$ cat src/irpd_pkg.sv
// ----------------------------------------------------------------------------
// irpd_pkg
// Types, constants and helper functions for the IR remote pulse decoder.
// ----------------------------------------------------------------------------
package irpd_pkg;

    localparam int TIME_W     = 16;
    localparam int CFG_W      = 16;
    localparam int CFG_IDX_W  = 3;
    localparam int SIL_W      = 15;
    localparam int CNT_W      = 6;

    localparam logic [CNT_W-1:0] FRAME_BITS = 6'd32;
    localparam logic [CNT_W-1:0] KEEP_LO    = 6'd16;
    localparam logic [CNT_W-1:0] KEEP_HI    = 6'd18;

    localparam logic [SIL_W-1:0]  SILENCE_LIMIT_RST   = 15'd27500;
    localparam logic [TIME_W-1:0] START_LOW_MIN_RST   = 16'd2200;
    localparam logic [TIME_W-1:0] START_IDLE_MIN_RST  = 16'd1000;
    localparam logic [TIME_W-1:0] BIT_ONE_MIN_RST     = 16'd375;
    localparam logic [TIME_W-1:0] REPEAT_IDLE_MIN_RST = 16'd500;

    localparam logic [3:0] DRV_STOP  = 4'b0000;
    localparam logic [3:0] DRV_FWD   = 4'b0101;
    localparam logic [3:0] DRV_BACK  = 4'b1010;
    localparam logic [3:0] DRV_LEFT  = 4'b0110;
    localparam logic [3:0] DRV_RIGHT = 4'b1001;

    typedef enum logic [3:0] {
        ST_IDLE       = 4'd0,
        ST_LEAD_LOW   = 4'd1,
        ST_LEAD_SPACE = 4'd2,
        ST_BIT_LOW    = 4'd3,
        ST_BIT_SPACE  = 4'd4,
        ST_REP_LOW1   = 4'd5,
        ST_REP_SPACE1 = 4'd6,
        ST_REP_LOW2   = 4'd7,
        ST_REP_SPACE2 = 4'd8
    } dec_state_t;

    typedef enum logic [2:0] {
        KEY_NONE  = 3'd0,
        KEY_UP    = 3'd1,
        KEY_LEFT  = 3'd2,
        KEY_RIGHT = 3'd3,
        KEY_DOWN  = 3'd4,
        KEY_OK    = 3'd5,
        KEY_ZERO  = 3'd6
    } key_t;

    typedef enum logic [2:0] {
        CFG_SILENCE_LIMIT   = 3'd0,
        CFG_START_LOW_MIN   = 3'd1,
        CFG_START_IDLE_MIN  = 3'd2,
        CFG_BIT_ONE_MIN     = 3'd3,
        CFG_REPEAT_IDLE_MIN = 3'd4
    } cfg_idx_t;

    typedef enum logic [2:0] {
        MOT_STOP  = 3'd0,
        MOT_FWD   = 3'd1,
        MOT_LEFT  = 3'd2,
        MOT_RIGHT = 3'd3,
        MOT_BACK  = 3'd4
    } motion_t;

    // kept frame bits to key, no key until a frame has completed
    function automatic key_t key_of_bits(input logic [2:0] bits, input logic ready);
        key_t k;
        begin
            if (!ready)
                k = KEY_NONE;
            else if (bits[0])
                k = bits[1] ? KEY_RIGHT : KEY_DOWN;
            else if (bits[1])
                k = bits[2] ? KEY_UP : KEY_ZERO;
            else
                k = bits[2] ? KEY_LEFT : KEY_OK;
            return k;
        end
    endfunction

    // motion to bridge code, unknown motion keeps the old code
    function automatic logic [3:0] drive_of_motion(input logic [7:0] motion,
                                                   input logic [3:0] old_code);
        logic [3:0] c;
        begin
            case (motion)
                8'(MOT_STOP):  c = DRV_STOP;
                8'(MOT_FWD):   c = DRV_FWD;
                8'(MOT_LEFT):  c = DRV_LEFT;
                8'(MOT_RIGHT): c = DRV_RIGHT;
                8'(MOT_BACK):  c = DRV_BACK;
                default:       c = old_code;
            endcase
            return c;
        end
    endfunction

endpackage

$ cat src/ir_remote_pulse_decoder_unit.sv
// ----------------------------------------------------------------------------
// ir_remote_pulse_decoder_unit
// Pulse-distance IR remote decoder with key mapping and motor drive select.
// ----------------------------------------------------------------------------
// One poll item is taken per clock. Its result appears in the output register
// on the next cycle; decoder state and result are computed in the same cycle
// the item is accepted. in_ready stays high while the output register is
// empty or being drained, so a steady stream runs at one item per cycle and
// only a stalled output holds the input back. Configuration registers reset
// to their defaults; no clearing pass is needed after reset.
module ir_remote_pulse_decoder_unit
    import irpd_pkg::*;
(
    input  logic                 clk,
    input  logic                 rst_n,

    input  logic                 cfg_we,
    input  logic [CFG_IDX_W-1:0] cfg_addr,
    input  logic [CFG_W-1:0]     cfg_wdata,

    input  logic                 in_valid,
    output logic                 in_ready,
    input  logic [TIME_W-1:0]    now_time,
    input  logic [TIME_W-1:0]    edge_time,
    input  logic                 edge_level,
    input  logic [7:0]           auto_command,

    output logic                 out_valid,
    input  logic                 out_ready,
    output logic [3:0]           motor_code,
    output logic                 trigger_out,
    output logic                 auto_on,
    output logic [2:0]           key_code
);

    logic [SIL_W-1:0]  silence_limit_reg;
    logic [TIME_W-1:0] start_low_min_reg;
    logic [TIME_W-1:0] start_idle_min_reg;
    logic [TIME_W-1:0] bit_one_min_reg;
    logic [TIME_W-1:0] repeat_idle_min_reg;

    dec_state_t        state_reg, state_next;
    logic [CNT_W-1:0]  bit_count_reg, bit_count_next;
    logic [TIME_W-1:0] mark_time_reg, mark_time_next;
    logic [2:0]        kept_bits_reg, kept_bits_next;
    logic              frame_ready_reg, frame_ready_next;
    key_t              previous_key_reg;
    logic              auto_mode_reg, auto_mode_next;
    logic [3:0]        drive_code_reg, drive_code_next;

    logic              out_valid_reg;
    logic [3:0]        motor_code_reg;
    logic              trigger_out_reg;
    logic              auto_on_reg;
    logic [2:0]        key_code_reg;

    logic              accept;
    logic [TIME_W-1:0] quiet;
    logic [TIME_W-1:0] dur;
    logic              silent;
    logic [CNT_W-1:0]  keep_off;
    key_t              key;
    logic [7:0]        motion;

    assign in_ready = !out_valid_reg || out_ready;
    assign accept   = in_valid && in_ready;

    // configuration
    always_ff @(posedge clk or negedge rst_n)
    begin
        if (!rst_n)
        begin
            silence_limit_reg   <= SILENCE_LIMIT_RST;
            start_low_min_reg   <= START_LOW_MIN_RST;
            start_idle_min_reg  <= START_IDLE_MIN_RST;
            bit_one_min_reg     <= BIT_ONE_MIN_RST;
            repeat_idle_min_reg <= REPEAT_IDLE_MIN_RST;
        end
        else if (cfg_we)
        begin
            case (cfg_addr)
                CFG_SILENCE_LIMIT:   silence_limit_reg   <= cfg_wdata[SIL_W-1:0];
                CFG_START_LOW_MIN:   start_low_min_reg   <= cfg_wdata;
                CFG_START_IDLE_MIN:  start_idle_min_reg  <= cfg_wdata;
                CFG_BIT_ONE_MIN:     bit_one_min_reg     <= cfg_wdata;
                CFG_REPEAT_IDLE_MIN: repeat_idle_min_reg <= cfg_wdata;
                default: ;
            endcase
        end
    end

    // a negative gap (wrapped) never counts as silence
    assign quiet    = now_time - edge_time;
    assign silent   = !quiet[TIME_W-1] && (quiet[SIL_W-1:0] > silence_limit_reg);
    assign dur      = edge_time - mark_time_reg;
    assign keep_off = bit_count_reg - KEEP_LO;

    always_comb
    begin
        state_next       = state_reg;
        bit_count_next   = bit_count_reg;
        mark_time_next   = mark_time_reg;
        kept_bits_next   = kept_bits_reg;
        frame_ready_next = frame_ready_reg;

        if (silent)
        begin
            state_next       = ST_IDLE;
            bit_count_next   = '0;
            frame_ready_next = 1'b0;
        end
        else
        begin
            case (state_reg)
                ST_IDLE:
                begin
                    if (!edge_level)
                    begin
                        mark_time_next = edge_time;
                        state_next     = ST_LEAD_LOW;
                    end
                end
                ST_LEAD_LOW:
                begin
                    if (edge_level)
                    begin
                        if (dur > start_low_min_reg)
                        begin
                            mark_time_next = edge_time;
                            state_next     = ST_LEAD_SPACE;
                        end
                        else
                            state_next = ST_IDLE;
                    end
                end
                ST_LEAD_SPACE:
                begin
                    if (!edge_level)
                    begin
                        if (dur > start_idle_min_reg)
                        begin
                            mark_time_next = edge_time;
                            state_next     = ST_BIT_LOW;
                        end
                        else
                            state_next = ST_IDLE;
                    end
                end
                ST_BIT_LOW:
                begin
                    if (edge_level)
                        state_next = ST_BIT_SPACE;
                end
                ST_BIT_SPACE:
                begin
                    if (!edge_level)
                    begin
                        if (bit_count_reg == FRAME_BITS)
                        begin
                            state_next       = ST_REP_LOW1;
                            frame_ready_next = 1'b1;
                        end
                        else
                        begin
                            if (bit_count_reg >= KEEP_LO && bit_count_reg <= KEEP_HI)
                                kept_bits_next[keep_off[1:0]] = (dur >= bit_one_min_reg);
                            mark_time_next   = edge_time;
                            bit_count_next   = bit_count_reg + CNT_W'(1);
                            state_next       = ST_BIT_LOW;
                            frame_ready_next = 1'b0;
                        end
                    end
                end
                ST_REP_LOW1:
                begin
                    if (edge_level)
                    begin
                        if (dur > start_low_min_reg)
                        begin
                            mark_time_next = edge_time;
                            state_next     = ST_REP_SPACE1;
                        end
                        else
                            state_next = ST_REP_SPACE2;
                    end
                end
                ST_REP_SPACE1:
                begin
                    // a long space is a fresh frame, a shorter one above the repeat minimum a repeat
                    if (!edge_level)
                    begin
                        if (dur > start_idle_min_reg)
                        begin
                            mark_time_next = edge_time;
                            state_next     = ST_BIT_LOW;
                            bit_count_next = '0;
                        end
                        else if (dur > repeat_idle_min_reg)
                        begin
                            mark_time_next = edge_time;
                            state_next     = ST_REP_LOW2;
                        end
                    end
                end
                ST_REP_LOW2:
                begin
                    if (edge_level)
                        state_next = ST_REP_SPACE2;
                end
                ST_REP_SPACE2:
                begin
                    if (!edge_level)
                    begin
                        mark_time_next = edge_time;
                        state_next     = ST_REP_LOW1;
                    end
                end
                default:
                    state_next = ST_IDLE;
            endcase
        end

        key = key_of_bits(kept_bits_next, frame_ready_next);

        // zero key toggles auto mode on a new press only
        auto_mode_next = auto_mode_reg;
        if (key == KEY_ZERO && previous_key_reg != KEY_ZERO)
            auto_mode_next = !auto_mode_reg;

        if (auto_mode_next)
            motion = auto_command;
        else if (key == KEY_OK || key == KEY_ZERO)
            motion = 8'(MOT_STOP);
        else
            motion = 8'(key);
        drive_code_next = drive_of_motion(motion, drive_code_reg);
    end

    always_ff @(posedge clk or negedge rst_n)
    begin
        if (!rst_n)
        begin
            state_reg        <= ST_IDLE;
            bit_count_reg    <= '0;
            mark_time_reg    <= '0;
            kept_bits_reg    <= '0;
            frame_ready_reg  <= 1'b0;
            previous_key_reg <= KEY_NONE;
            auto_mode_reg    <= 1'b0;
            drive_code_reg   <= DRV_STOP;
        end
        else if (accept)
        begin
            state_reg        <= state_next;
            bit_count_reg    <= bit_count_next;
            mark_time_reg    <= mark_time_next;
            kept_bits_reg    <= kept_bits_next;
            frame_ready_reg  <= frame_ready_next;
            previous_key_reg <= key;
            auto_mode_reg    <= auto_mode_next;
            drive_code_reg   <= drive_code_next;
        end
    end

    // result register
    always_ff @(posedge clk or negedge rst_n)
    begin
        if (!rst_n)
            out_valid_reg <= 1'b0;
        else if (in_ready)
            out_valid_reg <= in_valid;
    end

    always_ff @(posedge clk)
    begin
        if (accept)
        begin
            motor_code_reg  <= drive_code_next;
            trigger_out_reg <= (key == KEY_OK);
            auto_on_reg     <= auto_mode_next;
            key_code_reg    <= key;
        end
    end

    assign out_valid   = out_valid_reg;
    assign motor_code  = motor_code_reg;
    assign trigger_out = trigger_out_reg;
    assign auto_on     = auto_on_reg;
    assign key_code    = key_code_reg;

    a_accept_gives_result: assert property (@(posedge clk) disable iff (!rst_n)
        accept |=> out_valid_reg)
        else $error("accepted item produced no result");

    a_drive_legal: assert property (@(posedge clk) disable iff (!rst_n)
        drive_code_reg == DRV_STOP || drive_code_reg == DRV_FWD ||
        drive_code_reg == DRV_BACK || drive_code_reg == DRV_LEFT ||
        drive_code_reg == DRV_RIGHT)
        else $error("drive code outside bridge patterns");

    a_bit_count_bound: assert property (@(posedge clk) disable iff (!rst_n)
        bit_count_reg <= FRAME_BITS)
        else $error("bit count ran past frame length");

    a_trigger_ok: assert property (@(posedge clk) disable iff (!rst_n)
        accept |=> (trigger_out_reg == (key_code_reg == KEY_OK)) &&
                   (auto_on_reg == auto_mode_reg))
        else $error("result fields disagree with key and mode");

endmodule
$ cat config.mk
export PLATFORM = sky130hd
export DESIGN_NAME = ir_remote_pulse_decoder_unit
export DESIGN_NICKNAME = d
export VERILOG_FILES = /design/src/irpd_pkg.sv /design/src/ir_remote_pulse_decoder_unit.sv
export SDC_FILE = /design/constraint.sdc
export NUM_CORES = 1
export LEC_CHECK = 0
export ABC_AREA = 1
export BUFFER_PORTS_ARGS = -buffer_cell sky130_fd_sc_hd__buf_2
export CAP_MARGIN = 30
export CORE_UTILIZATION = 55
export DETAILED_ROUTE_END_ITERATION = 10
export PLACE_DENSITY_LB_ADDON = 0.05
export SYNTH_ARGS = -nofsm -noshare
export SYNTH_HDL_FRONTEND = slang
export SYNTH_SLANG_ARGS = --single-unit
$ cat constraint.sdc
create_clock -name clk -period 4.2 [get_ports clk]
set_input_delay 0.63 -clock clk [delete_from_list [all_inputs] [get_ports clk]]
set_output_delay 0.63 -clock clk [all_outputs]
set_load 0.01 [all_outputs]
==> results.ini, run 1 <==
[global_route]
antenna_found_initial = 0
use_met1_pct = 40.6
grt_util_met2_pct = 50.9
top_usage_layer = met2
grt_usage_pct = 30.4
grt_use_met3_pct = 5.24
first_global_vias = 8096
grt_max_degree = 66
grt_pass1_wl_um = 38900
grt_overflow_total = 0

[floorplan]
core_sq_um = 15800
start_util_pct = 56.2
dieWidth_um = 129
die_h_um = 129
io_pins = 76
rows = 46
die-area_sq_um = 16700

[synth]
async_reset_ff_share_pct = 92.9
synth_cells = 1125
yosysWarningCount = 0
syn_area_per_cell_sq_um = 7.90
yosysTopAreaCell = dfrtp_1
synth_edf_count = 9
ys_seq_area_share_pct = 36.7
synth_area_sq_um = 8890
yosys_most_used_dff = dfrtp_1
synth.net_count = 1305
ys_ff_latch = 127
synth_top_area_share_pct = 24.2
synth_cell_type_count = 50
synth.area.top_cells = dfrtp_1 (24%), ha_1 (16%), nand2_1 (10%), dfstp_2 (9.5%), inv_1 (8.7%)

[timing]
fin_crit_ns = 4.91
hold_viol = 0
setup_viol = 43
fin_ws_ns = -0.711
clock_skew_ns = 0.0103
worst_pin_slew_ns = 1.00
max_freq_mhz = 204
slew_headroom_pct = 33.0
drv_slew = 0
tns_ns = -15.78
rsz0062_at_grt = yes
finalCritPeriodShare_pct = 117

[power_and_ir_drop]
p_per_area_nw_per_um2 = 709
peakVddDrop_mv = 0.412
p_leak_nw = 6.27
power_w = 0.00878

[setup_path]
reg2reg_from = mark_time_reg[5]
critPathLaunchType = flip-flop
r2r_cells = 32
cp_top_family = simple AND/OR/NAND/NOR gates
path_common_cell = a21oi_2
cp.buffers_inverters = 1
cp_slowest_stage_delay_ns = 0.36
required_ns = 4.38
end_kind = flip-flop
crit_type = flip-flop to flip-flop
crit_cells = 32
arrival_ns = 5.09
worstReg2RegEnd = motor_code[3]
crit_fanout = 4
ff2ff_setup_slack_ns = -0.71
slowest_stage = dfrtp_1

[detailed_routing]
vias = 8385
ant_nets = 0
dr.pass1.iters = 6
drc_errors = 0
wire_per_inst_um = 15.9
drt_wl_total_um = 25300
drt_iter0_drc = 388
vias_per_cell = 5.25

[placement]
place_area_sq_um = 10500
gp_congestion = 0.884
hpwlAfterDp_um = 16200
dp.cells = 1514
numPortBuffers = 75

[clock_tree]
cts.clk_slew.worst_paths_ns = 0.06
postCtsHoldBufs = 0
cts_root_buf = clkbuf_16
insertion_delay_ns = 0.42
cts_tree = built
clk_path_buf_depth = 2
htreeDepth = 4
cts_buffers = 17
cts.sinks = 127

[status]
violations = negative setup slack
status = finished, violations left

[final_layout]
final_common_cell = nand2_1
antenna_cells = 0
drive_above_1_share_pct = 37.0
final_cell_mix = nand2_1 (199), inv_1 (191), buf_4 (146)
syn_to_final_growth_pct = 39.3
layout.nets = 1547
instances_no_fill = 1596
fin_area_sq_um = 12400

[hold_path]
hp-class = input pin to async pin

[run]
cap_violations = 0

==> worst max-delay path by stage <==
stage,slack [ns],startpoint,end
floorplan,-0.64,edge_time[0],motor_code[3]
global placement,-0.95,edge_time[2],motor_code[3]
detailed placement,-1.08,now_time[0],motor_code[3]
CTS,-0.43,mark_time_reg[2],motor_code[3]
global route,-0.97,mark_time_reg[5],drive_code_reg[1]
finish,-0.71,mark_time_reg[5],motor_code[3]
==> layout make-up <==
cell class              count  area (sq um)
fillers                  1068          3440
flip-flops and latches    127          3260
inverters                 214           833
multi-input cells         763          5550
well taps                 216           270
clock inverters            10           123
repair buffers            244          1860
clock buffers              22           485
==> metal layers <==
metal	vias to the layer above	wire, um
li1	4152	-
met1	3931	11600
met2	240	12000
met3	62	1090
met4	0	714
met5	-	0
==> cell usage after synthesis (2+ instances only) <==
master	n
edfxtp_1	9
a21oi_2	5
xnor2_1	7
nand2_4	5
nor2_4	4
inv_1	206
a21oi_1	59
o21bai_1	5
nand3_1	32
nand4_1	16
inv_2	7
a211oi_1	5
o221ai_1	3
fa_1	2
o21a_1	2
and2_1	2
nor3_1	8
o21ai_0	131
nand3b_1	4
clkbuf_1	19
dfstp_2	32
ha_1	113
nor2_1	46
xor2_1	22
nand3_2	3
a31oi_1	6
nor2_2	8
a21o_1	3
o2111ai_1	3
dfrtp_1	86
nand2_2	17
nand2_1	237
==> through the flow <==
| step | setup WS, ns | hold slack, ns | utilization, % |
|---|---|---|---|
| floorplan | -0.640 | 0.334 | - |
| global placement | -0.952 | 0.467 | 66.3 |
| detailed placement | -1.08 | 0.470 | 66.6 |
| CTS | -0.433 | 0.329 | 75.9 |
| global route | -0.971 | 0.350 | 78.3 |
| finish | -0.711 | 0.282 | 78.3 |
==> cell families (layout without fill, tap and decap cells) <==
group / count (synthesis) / after routing / share of synthesized area [%]
and+or+nand+nor: 389 / 389 / 19.8
buffers and inverters: 235 / 490 / 10.0
AOI/OAI and AO/OA: 230 / 230 / 14.3
DFF: 127 / 127 / 36.7
adders and majority gates: 115 / 115 / 16.4
xor gates and xnor gates: 29 / 29 / 2.86
==> where the power goes <==
group / total, W / internal [W] / leakage [nW] / switching (W)
registers: 0.00182 / 0.00160 / 1.52 / 0.000224
logic: 0.00542 / 0.00251 / 4.45 / 0.00291
clock network: 0.00153 / 0.000947 / 0.297 / 0.000586
==> repair_timing <==
action,in CTS,in global routing
gates cloned,2,1
endpoints found under the setup margin,43,43
pin swaps,50,56
gates resized for setup,127,88
setup buffers,77,7
==> worst register-to-register path, delay by kind of cell (launching register included) <==
kind | cells | cell delay, ns
xor+xnor | 1 | 0.27
simple gates | 16 | 1.76
compound gates | 12 | 1.58
flops | 1 | 0.36
buf+inv | 1 | 0.05
fa+ha+maj | 2 | 0.66
Power figures use the tool's default switching activity.
==> run 2: changes to the inputs <==
clock period = 4.4 ns   (was 4.2 ns; I/O delays follow)
==> results.ini, run 2 (synthesized netlist as in run 1, its figures left out) <==
[status]
status = finished, violations left  ; unchanged
violations = negative setup slack  ; unchanged

[timing]
rsz0062_at_grt = yes  ; unchanged
drv_slew = 0  ; unchanged
hold_viol = 0  ; unchanged
finalCritPeriodShare_pct = 110
slew_headroom_pct = 36.1  ; was 33.0%
tns_ns = -3.85  ; was -15.78 ns
setup_viol = 34  ; was 43
fin_ws_ns = -0.434  ; was -0.711 ns
max_freq_mhz = 207
clock_skew_ns = 0.0114  ; was 0.0103 ns
worst_pin_slew_ns = 0.956  ; was 1.00 ns
fin_crit_ns = 4.83

[clock_tree]
insertion_delay_ns = 0.43  ; was 0.42 ns
cts.clk_slew.worst_paths_ns = 0.06  ; about the same
postCtsHoldBufs = 0  ; unchanged
clk_path_buf_depth = 2  ; unchanged
cts.sinks = 127  ; unchanged
cts_buffers = 17  ; unchanged
htreeDepth = 4  ; unchanged
cts_tree = built  ; unchanged
cts_root_buf = clkbuf_16  ; unchanged

[final_layout]
final_cell_mix = nand2_1 (210), inv_1 (200), buf_4 (125)  ; was nand2_1 (199), inv_1 (191), buf_4 (146)
drive_above_1_share_pct = 31.3  ; was 37.0%
fin_util_pct = 74.6  ; was 78.3%
final_common_cell = nand2_1  ; unchanged
instances_no_fill = 1563  ; was 1596
antenna_cells = 0  ; unchanged
syn_to_final_growth_pct = 32.7  ; was 39.3%
layout.nets = 1514  ; was 1547

[global_route]
grt_overflow_total = 0  ; unchanged
grt_max_degree = 70  ; was 66
grt_pass1_wl_um = 36100  ; was 38900 um
antenna_found_initial = 0  ; unchanged
first_global_vias = 7563  ; was 8096
grt_usage_pct = 27.9  ; was 30.4%

[detailed_routing]
vias = 7880  ; was 8385
vias_per_cell = 5.04  ; was 5.25
wire_per_inst_um = 14.4  ; was 15.9 um
drt_wl_total_um = 22600  ; was 25300 um
dr.pass1.iters = 5  ; was 6
ant_nets = 0  ; unchanged
drt_iter0_drc = 422  ; was 388
drc_errors = 0  ; unchanged

[placement]
gp_congestion = 0.890  ; was 0.884
hpwlAfterDp_um = 15900  ; was 16200 um
post-place-ws_ns = -0.878  ; was -1.08 ns
dp.cells = 1499  ; was 1514
numPortBuffers = 75  ; unchanged

[power_and_ir_drop]
p_leak_nw = 6.05  ; was 6.27 nW
power_w = 0.00779  ; was 0.00878 W
peakVddDrop_mv = 0.389  ; was 0.412 mV
p_per_area_nw_per_um2 = 660  ; was 709 nW/um^2

[floorplan]
die_h_um = 129  ; unchanged
core_sq_um = 15800  ; unchanged
io_pins = 76  ; unchanged
rows = 46  ; unchanged
start_util_pct = 56.2  ; unchanged
dieWidth_um = 129  ; unchanged
die-area_sq_um = 16700  ; unchanged

[setup_path]
critPathCapture = motor_code[3]  ; unchanged
cp_top_family = simple AND/OR/NAND/NOR gates  ; unchanged
setup.worst_path.start = now_time[0]  ; was mark_time_reg[5]
arrival_ns = 5.02  ; was 5.09 ns
required_ns = 4.58  ; was 4.38 ns
worstReg2RegEnd = motor_code[3]  ; unchanged
end_kind = flip-flop  ; unchanged
cp_slowest_stage_delay_ns = 0.36  ; about the same
crit_fanout = 7  ; was 4
slowest_stage = fa_2  ; was dfrtp_1
critPathLaunchType = input pin  ; was flip-flop
cp.buffers_inverters = 7  ; was 1
crit_type = input pin to flip-flop  ; was flip-flop to flip-flop
reg2reg_from = mark_time_reg[2]  ; was mark_time_reg[5]
path_common_cell = nand2_4  ; was a21oi_2
r2r_cells = 33  ; was 32
ff2ff_setup_slack_ns = -0.38  ; was -0.71 ns
crit_cells = 37  ; was 32

[hold_path]
hp-class = input pin to async pin  ; unchanged

[run]
cap_violations = 0  ; unchanged

run 2: changes by cell type in the layout (fill, tap and decap cells not counted), moves of 8 or more:
cell	delta
ha_4	-8
nand2_1	+11
inv_1	+9
o21ai_2	-14
buf_6	-13
buf_4	-21
ha_1	+8
nand2_2	-9
run 2: how the worst min path moves through the flow:
stage | end | slack [ns] | cells past startpoint
6_report | mark_time_reg[2] | 0.32 | 1
5_1_grt | mark_time_reg[2] | 0.41 | 1
4_1_cts | mark_time_reg[2] | 0.38 | 1
3_5_place_dp | previous_key_reg[2] | 0.47 | 2
3_3_place_gp | previous_key_reg[2] | 0.46 | 2
2_1_floorplan | auto_mode_reg | 0.36 | 0
run 2: worst register-to-register path, delay by kind of cell, from the launching register on:
kind | cells | cell delay, ns
buffers and inverters | 1 | 0.06
AOI/OAI and AO/OA | 11 | 1.45
DFF | 1 | 0.36
and+or+nand+nor | 18 | 1.79
xor gates and xnor gates | 1 | 0.26
adders and majority gates | 2 | 0.60
run 2: cell type report:
class	count	area [sq um]
well taps	216	270
repair buffers	211	1560
multi-input cells	763	5270
clock buffers	20	478
flip-flops and latches	127	3260
clock inverters	12	141
fillers	1159	4030
inverters	214	821
run 2: power breakdown:
group / switching [W] / internal, W
Combinational: 0.00248 / 0.00209
Sequential: 0.000209 / 0.00153
Clock: 0.000575 / 0.000909
run 2: per-layer routing:
| layer | global-route usage [%] | vias up | wire length [um] |
|---|---|---|---|
| li1 | - | 4081 | - |
| met1 | 38.9 | 3622 | 11000 |
| met2 | 44.8 | 146 | 10300 |
| met3 | 4.21 | 31 | 875 |
| met4 | 8.44 | 0 | 407 |
| met5 | 0 | - | 0 |
run 2: stage by stage:
stage | cell area, sq um | hold WS [ns]
after floorplan | 8990 | 0.364
after global placement | 10300 | 0.465
after detailed placement | 10400 | 0.468
after CTS | 11400 | 0.376
after global routing | 11800 | 0.412
final | 11800 | 0.318
run 2: what timing repair did:
item                                    4_1_cts  5_1_grt
resized for setup                            55       89
pin swaps                                    35       19
endpoints found under the setup margin       28       43
buffers inserted                             20       12
gates cloned                                  2        1
endpoints found under the hold margin         0        0
==> run 3: changes to the inputs <==
CORE_UTILIZATION = 65   (was 55)
clock period = 6 ns   (was 4.4 ns; I/O delays follow)
==> results.ini, run 3 (synthesized netlist as in run 1, its figures left out) <==
[clock_tree]
postCtsHoldBufs = 0  ; unchanged
clk_path_buf_depth = 2  ; unchanged
cts_tree = built  ; unchanged
post_cts_buffers = 0  ; was 20
cts-resized-gates = 0  ; was 55
htreeDepth = 4  ; unchanged
cts.sinks = 127  ; unchanged
cts_buffers = 17  ; unchanged
cts.clk_slew.worst_paths_ns = 0.05  ; was 0.06 ns
cts_root_buf = clkbuf_16  ; unchanged
insertion_delay_ns = 0.42  ; was 0.43 ns

[final_layout]
antenna_cells = 0  ; unchanged
layout.nets = 1388  ; was 1514
final_cell_mix = nand2_1 (237), inv_1 (206), o21ai_0 (131)  ; was nand2_1 (210), inv_1 (200), buf_4 (125)
fin_area_sq_um = 10100  ; was 11800 sq um
syn_to_final_growth_pct = 14.1  ; was 32.7%
instances_no_fill = 1397  ; was 1563
final_common_cell = nand2_1  ; unchanged
drive_above_1_share_pct = 16.5  ; was 31.3%
fillers = 1003  ; was 1159

[power_and_ir_drop]
power_w = 0.00482  ; was 0.00779 W
p_leak_nw = 5.30  ; was 6.05 nW
peakVddDrop_mv = 0.366  ; was 0.389 mV
p_per_area_nw_per_um2 = 475  ; was 660 nW/um^2

[placement]
dp.cells = 1365  ; was 1499
hpwlAfterDp_um = 15000  ; was 15900 um
gp_congestion = 0.931  ; was 0.890
place_area_sq_um = 9520  ; was 10400 sq um
numPortBuffers = 75  ; unchanged

[timing]
fin_crit_ns = 5.40
tns_ns = 0  ; was -3.85 ns
finalCritPeriodShare_pct = 90.0
drv_slew = 0  ; unchanged
worst_pin_slew_ns = 0.850  ; was 0.956 ns
setup_viol = 0  ; was 34
max_freq_mhz = 185
slew_headroom_pct = 43.4  ; was 36.1%
hold_viol = 0  ; unchanged
rsz0062_at_grt = no  ; was yes
clock_skew_ns = 0.00691  ; was 0.0114 ns

[setup_path]
slowest_stage = ha_1  ; was fa_2
cp.buffers_inverters = 1  ; was 7
arrival_ns = 5.58  ; was 5.02 ns
required_ns = 6.18  ; was 4.58 ns
crit_type = input pin to flip-flop  ; unchanged
cp_top_family = simple AND/OR/NAND/NOR gates  ; unchanged
end_kind = flip-flop  ; unchanged
critPathLaunchType = input pin  ; unchanged
cp_slowest_stage_delay_ns = 0.34  ; was 0.36 ns
path_common_cell = a21oi_1  ; was nand2_4
crit_fanout = 9  ; was 7

[detailed_routing]
drt_wl_total_um = 20100  ; was 22600 um
wire_per_inst_um = 14.4  ; about the same
ant_nets = 0  ; unchanged
vias = 7575  ; was 7880
drt_iter0_drc = 705  ; was 422
vias_per_cell = 5.42  ; was 5.04
dr.pass1.iters = 7  ; was 5
drc_errors = 0  ; unchanged

[floorplan]
die_h_um = 119  ; was 129 um
core_sq_um = 13300  ; was 15800 sq um
dieWidth_um = 119  ; was 129 um
rows = 42  ; was 46
io_pins = 76  ; unchanged
die-area_sq_um = 14200  ; was 16700 sq um
start_util_pct = 66.9  ; was 56.2%

[global_route]
grt_overflow_total = 0  ; unchanged
grt_usage_pct = 31.1  ; was 27.9%
grt_max_degree = 67  ; was 70
grt_pass1_wl_um = 34500  ; was 36100 um
first_global_vias = 7264  ; was 7563
antenna_found_initial = 0  ; unchanged

[status]
status = completed  ; was finished, violations left

[run]
cap_violations = 0  ; unchanged

[hold_path]
hp-class = flip-flop to flip-flop  ; was input pin to async pin

[run 3: final timing paths]
check	start	to	slack [ns]	cells past startpoint
max	edge_time[2]	motor_code[3]	0.60	33
min	drive_code_reg[3]	drive_code_reg[3]	0.48	2
max reg2reg	mark_time_reg[2]	motor_code[3]	0.81	33
min reg2reg	drive_code_reg[3]	drive_code_reg[3]	0.48	2
max in group asynchronous	rst_n	out_valid	4.18	2
min in group asynchronous	rst_n	start_idle_min_reg[4]	0.58	1
[run 3: per-layer routing]
layer / vias up / GRT usage (%) / wire (um)
li1: 3827 / - / -
met1: 3491 / 44.3 / 9670
met2: 231 / 48.4 / 8990
met3: 26 / 5.89 / 1120
met5: - / 0 / 0
met4: 0 / 9.10 / 362
[run 3: report_power, final]
group          internal (W)  switching (W)  total [W]  leakage [nW]
sequential          0.00112       0.000134    0.00125          1.52
combinational      0.000954        0.00153    0.00248          3.48
clock              0.000711       0.000378    0.00109         0.302
[run 3: cell type report]
cell class | count | area [sq um] | area share [%]
Inverter | 214 | 803 | 7.92
Timing Repair Buffer | 85 | 495 | 4.88
Tap cell | 176 | 220 | 2.17
Sequential cell | 127 | 3260 | 32.2
Clock inverter | 8 | 125 | 1.23
Clock buffer | 24 | 503 | 4.96
Multi-Input combinational cell | 763 | 4740 | 46.7
[run 3: worst reg2reg max path: cells and delay by family (launching register included)]
kind	cells	cell delay, ns
and+or+nand+nor	18	1.88
xor gates and xnor gates	1	0.30
AOI/OAI and AO/OA	11	1.72
DFF	1	0.34
adders and majority gates	2	0.65
buffers and inverters	1	0.06
[run 3: stage by stage]
stage               utilization, %  hold slack [ns]  worst slack (ns)
global route                  76.3            0.499             0.183
global placement              71.1            0.467             0.272
CTS                           76.3            0.482             0.620
detailed placement            71.6            0.466             0.183
finish                        76.3            0.477             0.600
floorplan                        -            0.441             0.796
